## config.mk

```make
export PLATFORM = sky130hd
export DESIGN_NAME = mnfd_ram
export DESIGN_NICKNAME = d
export VERILOG_FILES = /design/src/hdl/mixed_node_flux_difference_assert.svh /design/src/hdl/mnfd_ram.sv
export SDC_FILE = /design/constraint.sdc
export NUM_CORES = 1
export LEC_CHECK = 0
export BUFFER_PORTS_ARGS = -buffer_cell sky130_fd_sc_hd__buf_2
export CAP_MARGIN = 20
export CORE_MARGIN = 10
export CORE_UTILIZATION = 60
export DETAILED_ROUTE_END_ITERATION = 10
export GPL_ROUTABILITY_DRIVEN = 1
export PLACE_DENSITY = 0.79
export REMOVE_ABC_BUFFERS = 1
export SLEW_MARGIN = 20
export SYNTH_ARGS = -nofsm -noshare
export SYNTH_HDL_FRONTEND = slang
export SYNTH_SLANG_ARGS = --single-unit
```

## constraint.sdc

```tcl
create_clock -name clk -period 10.4 [get_ports clk]
set_input_delay 2.08 -clock clk [delete_from_list [all_inputs] [get_ports clk]]
set_output_delay 2.08 -clock clk [all_outputs]
set_load 0.05 [all_outputs]
```

## src/hdl/mixed_node_flux_difference_assert.svh

```systemverilog
// ----------------------------------------------------------------------------
// Assertion macros for the mixed node flux difference block
// Checks sampled on clk and disabled while arst_n is low.
// ----------------------------------------------------------------------------
`ifndef MIXED_NODE_FLUX_DIFFERENCE_ASSERT_SVH
`define MIXED_NODE_FLUX_DIFFERENCE_ASSERT_SVH

`ifndef NO_ASSERTIONS

// Same-cycle implication.
`define MNFD_ASSERT_IMPLY(label, ante, cons, msg) \
	label: assert property (@(posedge clk) disable iff (!arst_n) (ante) |-> (cons)) \
		else $error(msg);

// Next-cycle implication.
`define MNFD_ASSERT_NEXT(label, ante, cons, msg) \
	label: assert property (@(posedge clk) disable iff (!arst_n) (ante) |=> (cons)) \
		else $error(msg);

`else

`define MNFD_ASSERT_IMPLY(label, ante, cons, msg)

`define MNFD_ASSERT_NEXT(label, ante, cons, msg)

`endif

`endif

```

## src/hdl/mnfd_ram.sv

```systemverilog
`timescale 1ns / 1ps
// ----------------------------------------------------------------------------
// mnfd_ram
// Generic single-write, single-read memory with a registered read port.
// ----------------------------------------------------------------------------
module mnfd_ram #(
	parameter int WIDTH = 32,
	parameter int DEPTH = 8
) (
	input  logic                                   clk,
	input  logic                                   we,
	input  logic [((DEPTH > 1) ? $clog2(DEPTH) : 1)-1:0] waddr,
	input  logic [WIDTH-1:0]                       wdata,
	input  logic                                   re,
	input  logic [((DEPTH > 1) ? $clog2(DEPTH) : 1)-1:0] raddr,
	output logic [WIDTH-1:0]                       rdata
);

	logic [WIDTH-1:0] mem [DEPTH];

	// Write port and registered read port.
	always_ff @(posedge clk) begin
		if (we) begin
			mem[waddr] <= wdata;
		end
		if (re) begin
			rdata <= mem[raddr];
		end
	end

endmodule

```

* Yosys cells after proc, flatten, opt, wreduce, memory -nomap -nowiden
Memory sizes are Yosys's and may differ from the RTL's. A register that Yosys moved wholly into a read port is not among the register bits.
Cells that the tools add are included.
** Word-level totals
- Bits in registers :: 0
- Bits in latches :: 0
- Memory bits (writable) :: 256
- ROM bits :: 0
- Output and inout bits :: 32
- Memories :: 1
** Operators by class
- $add $sub $neg :: 0
- $mul :: 0
- Divide/modulo/power cells :: 0
- Order comparisons :: 0
- Eq/ne operators :: 0
- Shifts and indexed selects :: 0
- Muxes and demuxes :: 2
- Bitwise gates (word level) :: 0
- Reduce and logical (&&, ||, !) cells :: 0
** Memories
- mem :: words 8, bits a word 32, read ports 1, clocked after memory_dff 1, wr ports 1, line mnfd_ram.sv:19 : logic [WIDTH-1:0] mem [DEPTH];
** Operators by type and width (count)
- 2-to-1 mux 1 bit :: 2

* Longest topological paths before layout
Gate-level depths: netlist (run 1).
- Depth in word-level cells :: 2
- Depth in mapped cells :: 4

* Worst setup path before layout (run 1)
No wires, ideal clock.
- Path kind :: input-to-reg
- Start :: input waddr[2] (netlist bit)
- End :: memory mem[0][0], enable pin
- Setup time :: 0.461 ns
- Arrival :: 4.466 ns
- Data required time :: 9.939 ns
- Slack :: 5.473 ns
- Stages on the path :: 2
- Path buffers :: 0
- Cell sequence :: nand2b_1 > nor3_1
** RTL lines
- start, declared :: line mnfd_ram.sv:12 : input logic [((DEPTH > 1) ? $clog2(DEPTH) : 1)-1:0] waddr,
- end, declared :: line mnfd_ram.sv:19
Straight into the memory's write port.

==> reports/metrics.csv, run 1 <==
metric,value,unit
netlist_area,10800,um2
drv_cap,0,
power,2.38,mW
die-height,154,um
grt_pass1_vias,4852,
gp_congestion,0.668,
endpoint_kind,register,
relSlewSlack,34.2,%
path_class,in2reg,
setup_viol,0,
clock-root-buffer,clkbuf_16,
firstDrtPassIters,4,
vias,4537,
cts_hold_buf,0,
final_cell_area,12200,um2
period_minus_slack,3400,ps
synth_cell_types,12,
p_sw,0.493,mW
cts_tree,built,
synth.avg_cell_area,26.0,um2
antenna_found_initial,2,
timing.rr.start,mem[1][4],
hold_slack,740,ps
avgViaCountPerCell,6.04,
startpoint_type,input pin,
pin_count,73,
p_seq_share,56.1,%
worstHoldStart,mem[7][5],
cts_buffers,28,
start_util,61.7,%
rsz0062_at_grt,no,
hp-class,reg2reg,
final_cells,751,
p_clk_share,37.6,%
cp_max_fo,64,
fin_nets,549,
cp_data_arrival_time,3680,ps
layout_commonest_cell,edfxtp_1,
core,17500,um2
drv_slew,0,
wl_per_cell,25.4,um
ys_seq_area_share,80.2,%
ir_drop,0.201,mV
grt_max_degree,65,
dieArea,23700,um2
track_usage,15.7,%
wl,19000,um
outcome,"finished, final reports clean",
hold_viol,0,
area_delta_synth_final,13.5,%
worstMarginPinSlew,987,ps
synth-seq-cells,288,
fp.dieW,154,um
fin_ws,7000,ps
crit_path_start,raddr[0],
cts_resized,0,
dp_slack,6200,ps
cellLeakagePower,4.09,nW
place_area,11400,um2
htreeDepth,1,
syn_inst,415,
fin_util,70.0,%
drive_gt1_share,34.1,%
most-common-layout-cells,"edfxtp_1, buf_2, mux4_1",
swShare,20.7,%
fmax,294,MHz
cts_max_path_buffers,3,
path_clk_slew,60,ps
p_int,1.89,mW
rows,48,
ant_nets,0,
grt-ovfl-total,0,
dp.cells,703,
pwr_density_cell,195,nW/um2
cts.sink_count,288,
drt_iter0_markers,263,
combPwrFrac,6.3,%
dp_hpwl,9600,um
cp_data_required_time,10680,ps
insertion_delay,530,ps
period_share,32.7,%
fin_worst_skew,13.5,ps
drc,0,
portBuffers,72,
setup_tns,0,ps
grt_pass1_wl,28800,um
postCtsSetupBuffers,0,
ys.warnings.count,0,
==> worst max-delay path, cell delays in order <==
cell and delay, ps:
buf_6 590, mux4_1 680, mux2_2 300
==> area by class of cell <==
| type | instances | area [um2] |
|---|---|---|
| Sequential cell | 288 | 8650 |
| Fill cell | 1007 | 5240 |
| Multi-Input combinational cell | 109 | 2070 |
| Clock buffer | 40 | 767 |
| Timing Repair Buffer | 81 | 434 |
| Tap cell | 225 | 282 |
| Clock inverter | 7 | 38.8 |
| Antenna cell | 1 | 2.50 |
==> Yosys cell counts <==
| library cell | number | share of area [%] |
|---|---|---|
| clkbuf_1 | 1 | 0.035 |
| nor2_1 | 6 | 0.21 |
| edfxtp_1 | 288 | 80 |
| nor3_1 | 2 | 0.093 |
| buf_2 | 6 | 0.28 |
| buf_6 | 7 | 0.73 |
| buf_1 | 4 | 0.14 |
| nand2_1 | 2 | 0.070 |
| mux4_2 | 24 | 5.0 |
| nand2b_1 | 3 | 0.17 |
| mux4_1 | 40 | 9.7 |
| mux2_2 | 32 | 3.3 |
==> path summary, 6_finish.rpt <==
kind / endpoint / slack, ps / cells past startpoint
worst min register to register: rdata[5] / 740 / 2
worst max-delay path: rdata[4] / 7000 / 3
worst min-delay path: rdata[5] / 740 / 2
worst max register to register: rdata[4] / 8940 / 2
==> metal layers <==
| layer | global-route usage [%] | share of wire, % | vias up |
|---|---|---|---|
| met3 | 3.26 | 6.2 | 31 |
| met2 | 26.8 | 52 | 153 |
| met5 | 0 | 0.11 | - |
| met1 | 19.7 | 40 | 2350 |
| li1 | - | - | 2001 |
| met4 | 4.77 | 1.7 | 2 |
==> sequential cells by signal (all words and copies together) (netlist names) <==
register / cells
mem: 256
rdata: 32
==> kinds of logic (layout without fill, tap and decap cells) <==
logic type,after synthesis,count (layout),share of synthesized area (%)
other,0,1,0
and+or+nand+nor,13,13,0.545
muxes,96,96,18.1
DFF,288,288,80.2
buffers and inverters,18,128,1.18
==> power groups by stage <==
stage | Sequential, mW | Clock [mW] | Combinational, mW
finish | 1.34 | 0.897 | 0.150
global route | 1.34 | 0.962 | 0.159
CTS | 1.34 | 0.916 | 0.152
detailed placement | 1.36 | 0 | 0.152
global placement | 1.36 | 0 | 0.146
floorplan | 1.40 | 0 | 0.0534
Power figures use the tool's default switching activity.
==> inputs of run 2 (changes only) <==
clock period = 3.37 ns   (was 10.4 ns; I/O delays follow)
==> reports/metrics.csv, run 2 (synthesized netlist as in run 1, its figures left out) <==
metric,value,unit,change
fp.dieW,154,um,unchanged
period_minus_slack,1980,ps,
fmax,505,MHz,
dp_hpwl,10400,um,+7.8%
final_cell_area,12500,um2,+2.0%
gp_congestion,0.698,,+4.5%
relSlewSlack,33.1,%,-1.1 points
ant_nets,0,,unchanged
insertion_delay,540,ps,about the same
path_class,in2reg,,
power,7.87,mW,+230%
path_clk_slew,60,ps,about the same
period_share,58.7,%,
vias,4659,,+2.7%
cp_data_required_time,3660,ps,-7020 ps
ir_drop,0.616,mV,+210%
dp_slack,791,ps,-5400 ps
rows,48,,unchanged
cts.sink_count,288,,unchanged
cts_resized,0,,unchanged
rsz0062_at_grt,no,,
startpoint_type,input pin,,
fin_ws,1390,ps,-5610 ps
drt_iter0_markers,332,,+26%
track_usage,16.8,%,+1.2 points
grt_max_degree,65,,unchanged
antenna_found_initial,3,,+1
worstMarginPinSlew,1000,ps,+16.3 ps
drive_gt1_share,35.4,%,+1.3 points
fin_util,71.4,%,+1.4 points
cellLeakagePower,4.19,nW,+2.5%
combPwrFrac,6.0,%,-0.3 points
pin_count,73,,unchanged
wl_per_cell,26.3,um,+3.5%
most-common-layout-cells,"edfxtp_1, buf_2, mux4_1",,
portBuffers,72,,unchanged
fin_worst_skew,18.1,ps,+4.57 ps
grt-ovfl-total,0,,unchanged
wl,20000,um,+4.8%
reg_top3,"mem: 256 flops, rdata: 32 flops",,
cts_hold_buf,0,,unchanged
drv_cap,0,,unchanged
grt_pass1_vias,5022,,+3.5%
swShare,20.0,%,-0.74 points
dieArea,23700,um2,unchanged
avgViaCountPerCell,6.13,,+1.5%
drv_slew,0,,unchanged
start_util,61.7,%,unchanged
hp-class,in2reg,,
p_int,6.30,mW,+230%
layout_commonest_cell,edfxtp_1,,
core,17500,um2,unchanged
p_sw,1.57,mW,+220%
p_clk_share,41.5,%,+3.9 points
hold_viol,0,,unchanged
top_register,mem,,
cp_data_arrival_time,2270,ps,-1410 ps
grt_pass1_wl,30400,um,+5.7%
p_seq_share,52.5,%,-3.6 points
cts_tree,built,,
outcome,"finished, final reports clean",,
largest_reg_flops,256,,unchanged
clock-root-buffer,clkbuf_16,,
place_area,11500,um2,+0.59%
cts_max_path_buffers,3,,unchanged
cp_max_fo,21,,-67%
hold_slack,399,ps,-341 ps
htreeDepth,1,,unchanged
postCtsSetupBuffers,0,,unchanged
firstDrtPassIters,4,,unchanged
pwr_density_cell,630,nW/um2,+220%
cts_buffers,28,,unchanged
area_delta_synth_final,15.7,%,
die-height,154,um,unchanged
drc,0,,unchanged
endpoint_kind,register,,
fin_nets,553,,+0.73%
setup_viol,0,,unchanged
[run 2: power groups by stage]
stage	combinational (mW)	clock [mW]	sequential, mW
after floorplan	0.165	0	4.31
after global placement	0.462	0	4.19
after detailed placement	0.479	0	4.20
after CTS	0.482	3.32	4.13
after global routing	0.506	3.47	4.14
final	0.473	3.26	4.13
[run 2: final timing paths]
kind              start  cells after the start   endpoint  slack, ps
max reg2reg  mem[0][18]                      2  rdata[18]       1890
max            raddr[0]                      4  rdata[19]       1390
min reg2reg   mem[0][0]                      2   rdata[0]        750
min            wdata[7]                      1  mem[2][7]        400
[run 2: metrics by stage]
| stage | TNS (ps) | cells |
|---|---|---|
| 2_1_floorplan | -6750 | 397 |
| 3_3_place_gp | 0 | 707 |
| 3_5_place_dp | 0 | 707 |
| 4_1_cts | 0 | 759 |
| 5_1_grt | 0 | 760 |
| 6_report | 0 | 760 |
[run 2: critical path, stage by stage]
cell    delay, ps
buf_4         330
buf_4         370
mux4_1        610
mux2_2        270
[run 2: routing by layer]
metal | wire length, um | vias to the layer above | track usage [%] | share of wire (%)
li1 | - | 2024 | - | -
met1 | 7650 | 2436 | 20.8 | 38
met2 | 10600 | 157 | 29.1 | 53
met3 | 1220 | 38 | 3.96 | 6.1
met4 | 442 | 4 | 4.86 | 2.2
met5 | 23 | - | 0 | 0.12
[run 2: cell type report]
cell class	instances	area, um2
diodes	1	2.50
clock inverters	17	235
fillers	990	5000
flip-flops and latches	288	8650
clock buffers	35	748
well taps	225	282
multi-input cells	109	2070
repair buffers	85	498
