[src/hdl/mixed_node_flux_difference_assert.svh]
// ----------------------------------------------------------------------------
// Assertion macros for the mixed node flux difference block
// Checks sampled on clk and disabled while arst_n is low.
// ----------------------------------------------------------------------------
`ifndef MIXED_NODE_FLUX_DIFFERENCE_ASSERT_SVH
`define MIXED_NODE_FLUX_DIFFERENCE_ASSERT_SVH

`ifndef NO_ASSERTIONS

// Same-cycle implication.
`define MNFD_ASSERT_IMPLY(label, ante, cons, msg) \
	label: assert property (@(posedge clk) disable iff (!arst_n) (ante) |-> (cons)) \
		else $error(msg);

// Next-cycle implication.
`define MNFD_ASSERT_NEXT(label, ante, cons, msg) \
	label: assert property (@(posedge clk) disable iff (!arst_n) (ante) |=> (cons)) \
		else $error(msg);

`else

`define MNFD_ASSERT_IMPLY(label, ante, cons, msg)

`define MNFD_ASSERT_NEXT(label, ante, cons, msg)

`endif

`endif

[src/hdl/mnfd_pkg.sv]
`timescale 1ns / 1ps
// ----------------------------------------------------------------------------
// mnfd_pkg
// Widths, constants and helper functions shared by the flux difference block.
// ----------------------------------------------------------------------------
package mnfd_pkg;

	// Sample and history widths.
	localparam int FLUX_W     = 32;
	localparam int PT_W       = 16;
	localparam int VAR_W      = 3;
	localparam int HIST_DEPTH = 3;
	localparam int HIST_W     = HIST_DEPTH * FLUX_W;

	// First point that produces a result.
	localparam logic [PT_W-1:0] EMIT_POINT = PT_W'(3);

	// Reset value of the step reciprocal, 1.0 in Q16.16.
	localparam logic [FLUX_W-1:0] INV_STEP_RESET = 32'h0001_0000;

	// Stencil sum and its magnitude.
	localparam int S_W      = 40;
	localparam int MAG_W    = 39;
	localparam int MAG_LO_W = 32;
	localparam int MAG_HI_W = MAG_W - MAG_LO_W;

	// Product widths of the two partial products and the full product.
	localparam int LO_PROD_W = MAG_LO_W + FLUX_W;
	localparam int HI_PROD_W = MAG_HI_W + FLUX_W;
	localparam int PROD_W    = MAG_W + FLUX_W + 1;

	// Rounding: add half of 30 * 2^16, then drop 17 bits and divide by 15.
	localparam logic [PROD_W-1:0] ROUND_BIAS = PROD_W'(983040);
	localparam int QUOT_SHIFT = 17;

	// Radix-16 long division by 15.
	localparam int DIGIT_W   = 4;
	localparam int DIV_W     = 56;
	localparam int DIV_STEPS = DIV_W / DIGIT_W;
	localparam int DIV_CNT_W = $clog2(DIV_STEPS);

	// Final sum before saturation.
	localparam int SUM_W = DIV_W + 2;
	localparam logic signed [SUM_W-1:0] RHS_MAX = {{(SUM_W-FLUX_W+1){1'b0}}, {(FLUX_W-1){1'b1}}};
	localparam logic signed [SUM_W-1:0] RHS_MIN = {{(SUM_W-FLUX_W+1){1'b1}}, {(FLUX_W-1){1'b0}}};

	// Quotient digit of v / 15 for v below 240, by reciprocal multiply.
	function automatic logic [DIGIT_W-1:0] div15_digit(input logic [2*DIGIT_W-1:0] v);
		logic [15:0] prod;
		prod = 16'(v) * 16'd137;
		return prod[14:11];
	endfunction

endpackage

[src/hdl/mnfd_scale.sv]
`timescale 1ns / 1ps
`include "mixed_node_flux_difference_assert.svh"
// ----------------------------------------------------------------------------
// mnfd_scale
// Multiplies the stencil magnitude by the step reciprocal in two partial
// products, then divides by 30 * 2^16 with rounding, one radix-16 digit a cycle.
// ----------------------------------------------------------------------------
module mnfd_scale import mnfd_pkg::*; (
	input  logic              clk,
	input  logic              arst_n,
	input  logic              start,
	input  logic [MAG_W-1:0]  mag,
	input  logic [FLUX_W-1:0] mult,
	output logic              done,
	output logic [DIV_W-1:0]  quot
);

	typedef enum logic [1:0] {
		SC_IDLE,
		SC_HI,
		SC_DIV
	} sc_state_t;

	sc_state_t              st_q;
	logic [DIV_CNT_W-1:0]   cnt_q;
	logic                   done_q;
	logic [LO_PROD_W-1:0]   acc_q;
	logic [MAG_HI_W-1:0]    hi_q;
	logic [FLUX_W-1:0]      mult_q;
	logic [DIV_W-1:0]       div_q;
	logic [DIGIT_W-1:0]     rem_q;

	logic [LO_PROD_W-1:0]   lo_prod;
	logic [HI_PROD_W-1:0]   hi_prod;
	logic [PROD_W-1:0]      full_prod;
	logic [2*DIGIT_W-1:0]   dig_in;
	logic [DIGIT_W-1:0]     dig;
	logic [2*DIGIT_W-1:0]   dig_rem;

	// Low partial product, taken on start.
	assign lo_prod = LO_PROD_W'(mag[MAG_LO_W-1:0]) * LO_PROD_W'(mult);

	// High partial product joined with the low one and the rounding bias.
	assign hi_prod   = HI_PROD_W'(hi_q) * HI_PROD_W'(mult_q);
	assign full_prod = PROD_W'(acc_q) + {hi_prod, {MAG_LO_W{1'b0}}} + ROUND_BIAS;

	// One quotient digit of the division by 15.
	assign dig_in  = {rem_q, div_q[DIV_W-1 -: DIGIT_W]};
	assign dig     = div15_digit(dig_in);
	assign dig_rem = dig_in - (2*DIGIT_W)'(dig) * (2*DIGIT_W)'(15);

	// Sequencer.
	always_ff @(posedge clk or negedge arst_n) begin
		if (!arst_n) begin
			st_q   <= SC_IDLE;
			cnt_q  <= '0;
			done_q <= 1'b0;
		end else begin
			done_q <= 1'b0;
			case (st_q)
				SC_IDLE: begin
					if (start) begin
						st_q <= SC_HI;
					end
				end
				SC_HI: begin
					cnt_q <= '0;
					st_q  <= SC_DIV;
				end
				SC_DIV: begin
					cnt_q <= cnt_q + DIV_CNT_W'(1);
					if (cnt_q == DIV_CNT_W'(DIV_STEPS - 1)) begin
						done_q <= 1'b1;
						st_q   <= SC_IDLE;
					end
				end
				default: begin
					st_q <= SC_IDLE;
				end
			endcase
		end
	end

	// Datapath registers.
	always_ff @(posedge clk) begin
		case (st_q)
			SC_IDLE: begin
				if (start) begin
					acc_q  <= lo_prod;
					hi_q   <= mag[MAG_W-1:MAG_LO_W];
					mult_q <= mult;
				end
			end
			SC_HI: begin
				div_q <= DIV_W'(full_prod[PROD_W-1:QUOT_SHIFT]);
				rem_q <= '0;
			end
			SC_DIV: begin
				div_q <= {div_q[DIV_W-DIGIT_W-1:0], dig};
				rem_q <= dig_rem[DIGIT_W-1:0];
			end
			default: begin
				rem_q <= '0;
			end
		endcase
	end

	assign done = done_q;
	assign quot = div_q;

	`MNFD_ASSERT_IMPLY(a_start_when_idle, start, st_q == SC_IDLE, "scale unit started while busy")
	`MNFD_ASSERT_IMPLY(a_done_after_div, done_q, $past(st_q) == SC_DIV, "done without a division step")
	`MNFD_ASSERT_NEXT(a_hi_to_div, st_q == SC_HI, st_q == SC_DIV, "multiply step not followed by division")

endmodule

[config.mk]
export PLATFORM = sky130hd
export DESIGN_NAME = mnfd_scale
export DESIGN_NICKNAME = d
export VERILOG_FILES = /design/src/hdl/mnfd_pkg.sv /design/src/hdl/mnfd_scale.sv
export VERILOG_INCLUDE_DIRS = /design/src /design/src/hdl
export SDC_FILE = /design/constraint.sdc
export NUM_CORES = 2
export LEC_CHECK = 0
export ABC_AREA = 1
export BUFFER_PORTS_ARGS = -buffer_cell sky130_fd_sc_hd__buf_2
export CAP_MARGIN = 20
export CORE_UTILIZATION = 63
export CTS_BUF_LIST = sky130_fd_sc_hd__clkbuf_16
export CTS_CLUSTER_SIZE = 28
export DETAILED_ROUTE_END_ITERATION = 10
export HOLD_SLACK_MARGIN = 0.05
export PLACE_DENSITY = 0.91
export SLEW_MARGIN = 25
export SYNTH_ARGS = -nofsm -noshare
export SYNTH_HDL_FRONTEND = slang
export SYNTH_SLANG_ARGS = --single-unit
[constraint.sdc]
create_clock -name clk -period 15 [get_ports clk]
set_clock_uncertainty 0.2 [all_clocks]
set_input_delay 0.75 -clock clk [delete_from_list [all_inputs] [get_ports clk]]
set_output_delay 0.75 -clock clk [all_outputs]
set_load 0.05 [all_outputs]
## After elaboration in Yosys (flattened, before gate mapping)

Cells that the tools add are included.

| cells by class | value |
|---|---|
| reductions and logical operators | 4 |
| mux-type cells | 8 |
| eq/ne operators | 5 |
| $add $sub $neg | 4 |
| multiply operators | 4 |

Operators with widths:

| cell | number |
|---|---|
| $pmux W56 S2 | 1 |
| $add A64 B71 Y72 | 1 |
| $add A72 B20 Y72 const B | 1 |
| $mul A32 B32 Y64 | 1 |
| $mul A7 B32 Y39 | 1 |
| $pmux W4 S2 | 2 |
| $mul A8 B8 Y15 const B | 1 |
| $pmux W2 S3 | 1 |
| $add A4 B1 Y4 const B | 1 |
| $eq A4 B4 Y1 const B | 1 |
| $mul A4 B1 Y4 const B | 1 |
| $mux W2 | 2 |
| $ne A2 B2 Y1 const B | 2 |
| $reduce_and A2 Y1 | 2 |
| $sub A4 B4 Y4 | 1 |
| $eq A2 B1 Y1 const B | 1 |
| $eq A2 B2 Y1 const B | 1 |
| $logic_not A2 Y1 | 1 |
| $mux W1 | 2 |
| $reduce_bool A2 Y1 | 1 |

| storage, ports and cells | value |
|---|---|
| word-level logic and storage cells | 33 |
| bits of input ports | 74 |
| flip-flop bits (word level) | 170 |
| output and inout port bits | 57 |

## Logic depth before layout (Yosys ltp)

| depth | value |
|---|---|
| word-level depth | 4 |
| depth in mapped cells | 38 |

## Least setup slack after synthesis

No wires, ideal clock.

| path | value |
|---|---|
| path kind | in2reg |
| start | input port mult[8] |
| end | register acc_q[56], data pin |
| stages | 24 |
| data arrival time | 6732 ps |
| setup slack | 7809 ps |
| required time | 14542 ps |
| path through | clkbuf_1 > nand2_1 > fa_1 > inv_1 > fa_1 > fa_1 > inv_1 > fa_1 > inv_1 > fa_1 > fa_1 > fa_1 > inv_1 > fa_1 > inv_1 > ha_1 > nand2_1 > nor2_1 > inv_1 > nor4_1 > nand4_1 > nand3_1 > a21oi_1 > xnor2_1 |

| between the ends | value |
|---|---|
| longest elaborated chain between the ends | 1 |

Ends and longest elaborated chain:

| what | RTL line | text |
|---|---|---|
| start, declared | mnfd_scale.sv:13 | `input logic [FLUX_W-1:0] mult,` |
| $mul A32 B32 Y64 | mnfd_scale.sv:41 | `assign lo_prod = LO_PROD_W'(mag[MAG_LO_W-1:0]) * LO_PROD_W'(mult);` |
| net lo_prod[56] | mnfd_scale.sv:33 | `logic [LO_PROD_W-1:0] lo_prod;` |
| end signal, assigned | mnfd_scale.sv:89 | `acc_q <= lo_prod;` |
| end, declared | mnfd_scale.sv:27 | `logic [LO_PROD_W-1:0] acc_q;` |

The timed path passes the listed nets, and every way through them passes these cells.
A chain may end at the register's enable or synchronous reset.

## Worst setup path after layout

| path | value |
|---|---|
| start | input port mult[11] |
| end | register acc_q[56], data pin |

The elaborated chain is that of the path after synthesis.

==> run_results.csv <==
group,metric,value,unit
critical_path,setup.worst_path.end_class,"flop",
floorplan,floorplan.die_area,81670,µm²
route,post_drt_wl_per_cell,19.69,µm
yosys,syn_area_per_cell,7.771,µm²
critical_path,startpoint,"mult[11]",
floorplan,initial_core_util,63.91,%
place,hpwlAfterDp,118.6,mm
critical_path,crit_fanout,33,
floorplan,die_x,285.8,µm
finish,layout-drive-gt1-share,3.933,%
timing,worst_margin_pin_slew,1.116,ns
yosys,synth_top_flop_cell,"edfxtp_1",
cts,cts_tree,"done",
cts,cts_buffers,17,
cts,post_cts_buffers,0,
route,routed-wl-met3,16.92,mm
route,drt_iter0_markers,3932,
grt,grt_pass1_vias,47210,
yosys,syn-cell-area,50740,µm²
cts,post_cts_gate_resize_count,0,
yosys,synth-seq-area-share,9.046,%
route,detailroute.wirelength.met2,71.64,mm
yosys,synth_edf_count,147,
grt,globalRouteTotalUtil,38.04,%
floorplan,core_area,79390,µm²
yosys,syn-instance-count,6529,
yosys,ys_types,53,
finish,syn2layout_area_growth,3.734,%
critical_path,worstReg2RegEnd,"quot[51]$_DFFE_PP_",
route,detailroute.via_count,42470,
route,drt-met1-wl,50.49,mm
critical_path,critical_path_class,"input pin to flop",
cts,cts.sink_count,154,
timing,layout_worst_path_cycle_share,54.39,%
cts,cts_buffer_depth,2,
cts,cts-htree-levels,4,
cts,path_clk_slew,0.07,ns
timing,setup_violations,0,
run,max-cap-violations,0,
grt,global_route_wire_length_before_repair,240.4,mm
cts,clock_latency_of_the_later_clocked_register_in_the_worst_skew_pair,0.48,ns
timing,final.setup.tns,0,ns
finish,layout.nets,7984,
grt,global_route.overflow_total,0,
timing,min_period,8.158,ns
floorplan,number_of_top_level_pins,131,
timing,worst_slew_margin_rel,25.62,%
critical_path,arrival,8.18,ns
critical_path,critical_path_required,15.02,ns
timing,final_hold_viol_count,0,
route,drt_drc_violations_left,0,
critical_path,worstSetupStartpointType,"input pin",
cts,clock-root-buffer,"clkbuf_16",
critical_path,critPathCapture,"acc_q[56]$_DFFE_PP_",
timing,timing.fmax,0.1226,GHz
yosys,async_reset_ff_share,4.545,%
yosys,synth.ff_latch_count,154,
route,topRoutingLayerUsed,"met4",
floorplan,die_height,285.8,µm
cts,cts_hold_buffers,1,
yosys,synth_nets,8042,
timing,final_max_slew_viol_count,0,
yosys,yosysWarnings,0,
critical_path,timing.reg2reg.worst_path_depth,31,
critical_path,worst_r2r_startpoint,"hi_q[5]$_DFFE_PP_",
timing,grt_setup_unrepaired,"no",
grt,grt_antenna_before_repair,4,
min_path,min_path_type,"input pin to flop",
grt,grt_max_degree,87,
route,totalWireLength,148.4,mm
status,result_of_the_run,"completed",
place,placement.io_buffers,130,
route,residual_antenna_violating_net_count_after_detailed_routing,0,
route,drt_pass1_iterations,6,
route,via_per_inst,5.634,
place,gp_congestion,1.052,
critical_path,timing.reg2reg.setup_slack,7.90,ns
floorplan,placement_rows,103,
-- Yosys cell counts, drive strengths merged, types with 2 or more instances --
| library cell | instances | area (µm²) |
|---|---|---|
| inv | 1908 | 7162 |
| nand2 | 1845 | 6983 |
| fa | 1045 | 20920 |
| ha | 394 | 4930 |
| nor2 | 256 | 988.5 |
| clkbuf | 222 | 843.3 |
| a21oi | 175 | 883.4 |
| edfxtp | 147 | 4414 |
| nand3 | 114 | 600.6 |
| o21ai | 101 | 513.0 |
| xor2 | 61 | 534.3 |
| a31oi | 42 | 262.8 |
| xnor2 | 37 | 324.1 |
| nor3 | 25 | 130.1 |
| o21bai | 25 | 187.7 |
| or2 | 25 | 156.4 |
| nand4 | 19 | 118.9 |
| a21o | 16 | 120.1 |
| o21a | 12 | 90.09 |
| o31ai | 9 | 72.57 |
| nor4 | 8 | 56.30 |
| dfrtp | 7 | 175.2 |
| buf | 5 | 35.03 |
| o211ai | 5 | 42.54 |
| a21boi | 4 | 30.03 |
| and2 | 4 | 25.02 |
| and3 | 4 | 25.02 |
| a211oi | 3 | 22.52 |
| a221oi | 3 | 26.28 |
| nand3b | 2 | 15.01 |
-- cells in the final DEF (no fill, tap or decap), types with 15 or more instances in the layout --
master     instances
ha_1             392
nand2_1         1824
edfxtp_1         147
o21bai_1          25
a21oi_1          173
buf_4             15
nor2_1           245
a21o_1            16
o21ai_0           91
fa_1            1045
buf_2            130
or2_2             22
xor2_1            61
nand2_2           20
nor3_1            24
a31oi_1           42
inv_1           1905
nand3_1          108
clkbuf_16         17
xnor2_1           37
nand4_1           19
-- stage by stage --
| step | setup WS [ns] | cell area, µm² | instances | utilization [%] | hold WS (ns) |
|---|---|---|---|---|---|
| 2_1_floorplan | 7.809 | 50740 | 6529 | - | 0.2544 |
| 6_report | 6.842 | 52630 | 7538 | 66.30 | 0.2594 |
| 3_5_place_dp | 6.525 | 51980 | 7500 | 65.48 | 0.3278 |
| 5_1_grt | 6.619 | 52620 | 7534 | 66.28 | 0.2560 |
| 3_3_place_gp | 6.547 | 51950 | 7498 | 65.44 | 0.3114 |
| 4_1_cts | 6.989 | 52600 | 7533 | 66.26 | 0.2476 |
-- critical path: stages --
cell and delay (ns):
buf_2 0.74, nand2_1 0.20, fa_1 0.57, inv_1 0.05, fa_1 0.50, fa_1 0.55, inv_1 0.05, fa_1 0.49
inv_1 0.10, fa_1 0.59, fa_1 0.44, fa_1 0.50, inv_1 0.05, fa_1 0.48, inv_1 0.04, ha_1 0.41
nand2_1 0.12, nor2_1 0.21, inv_1 0.12, nor4_1 0.44, nand4_1 0.17, nand3_1 0.26, a21oi_1 0.12, xnor2_1 0.16
-- sequential cells by signal (all words and copies together), names as in the netlist --
name	cells
quot	56
st_q	2
cnt_q	4
hi_q	7
acc_q	48
rem_q	4
mult_q	32
done	1
-- worst min-delay path by stage --
stage,to,startpoint,depth (start not counted)
finish,hi_q[6]$_DFFE_PP_,mag[38],1
global route,hi_q[2]$_DFFE_PP_,mag[34],1
CTS,hi_q[2]$_DFFE_PP_,mag[34],1
detailed placement,cnt_q[0]$_DFFE_PN0P_,cnt_q[0]$_DFFE_PN0P_,1
global placement,quot[55]$_SDFFCE_PN0P_,quot[51]$_DFFE_PP_,2
floorplan,cnt_q[0]$_DFFE_PN0P_,arst_n,0
-- area by class of cell --
| type | instances | area [µm²] |
|---|---|---|
| multi-input cells | 4239 | 38110 |
| fillers | 6202 | 26760 |
| flip-flops and latches | 154 | 4589 |
| diodes | 4 | 10.01 |
| well taps | 1050 | 1314 |
| clock inverters | 15 | 182.7 |
| repair buffers | 150 | 834.6 |
| clock buffers | 17 | 425.4 |
| inverters | 1909 | 7167 |
-- kinds of logic after synthesis --
kind of cell	Yosys count	synth area share, %
and+or+nand+nor	2302	17.93
buffers and inverters	2136	15.85
adders and majority gates	1439	50.95
AOI/OAI and AO/OA	400	4.525
DFF	154	9.046
xor gates and xnor gates	98	1.692
-- metal layers --
layer | up-vias | GRT usage (%)
li1 | 18630 | -
met1 | 20300 | 43.83
met2 | 2757 | 64.34
met3 | 782 | 9.386
met4 | 0 | 22.59
met5 | - | 0
Power is left out: the tool's default activity adds up to more than one toggle a clock period on the data nets, which glitch-free logic cannot reach.
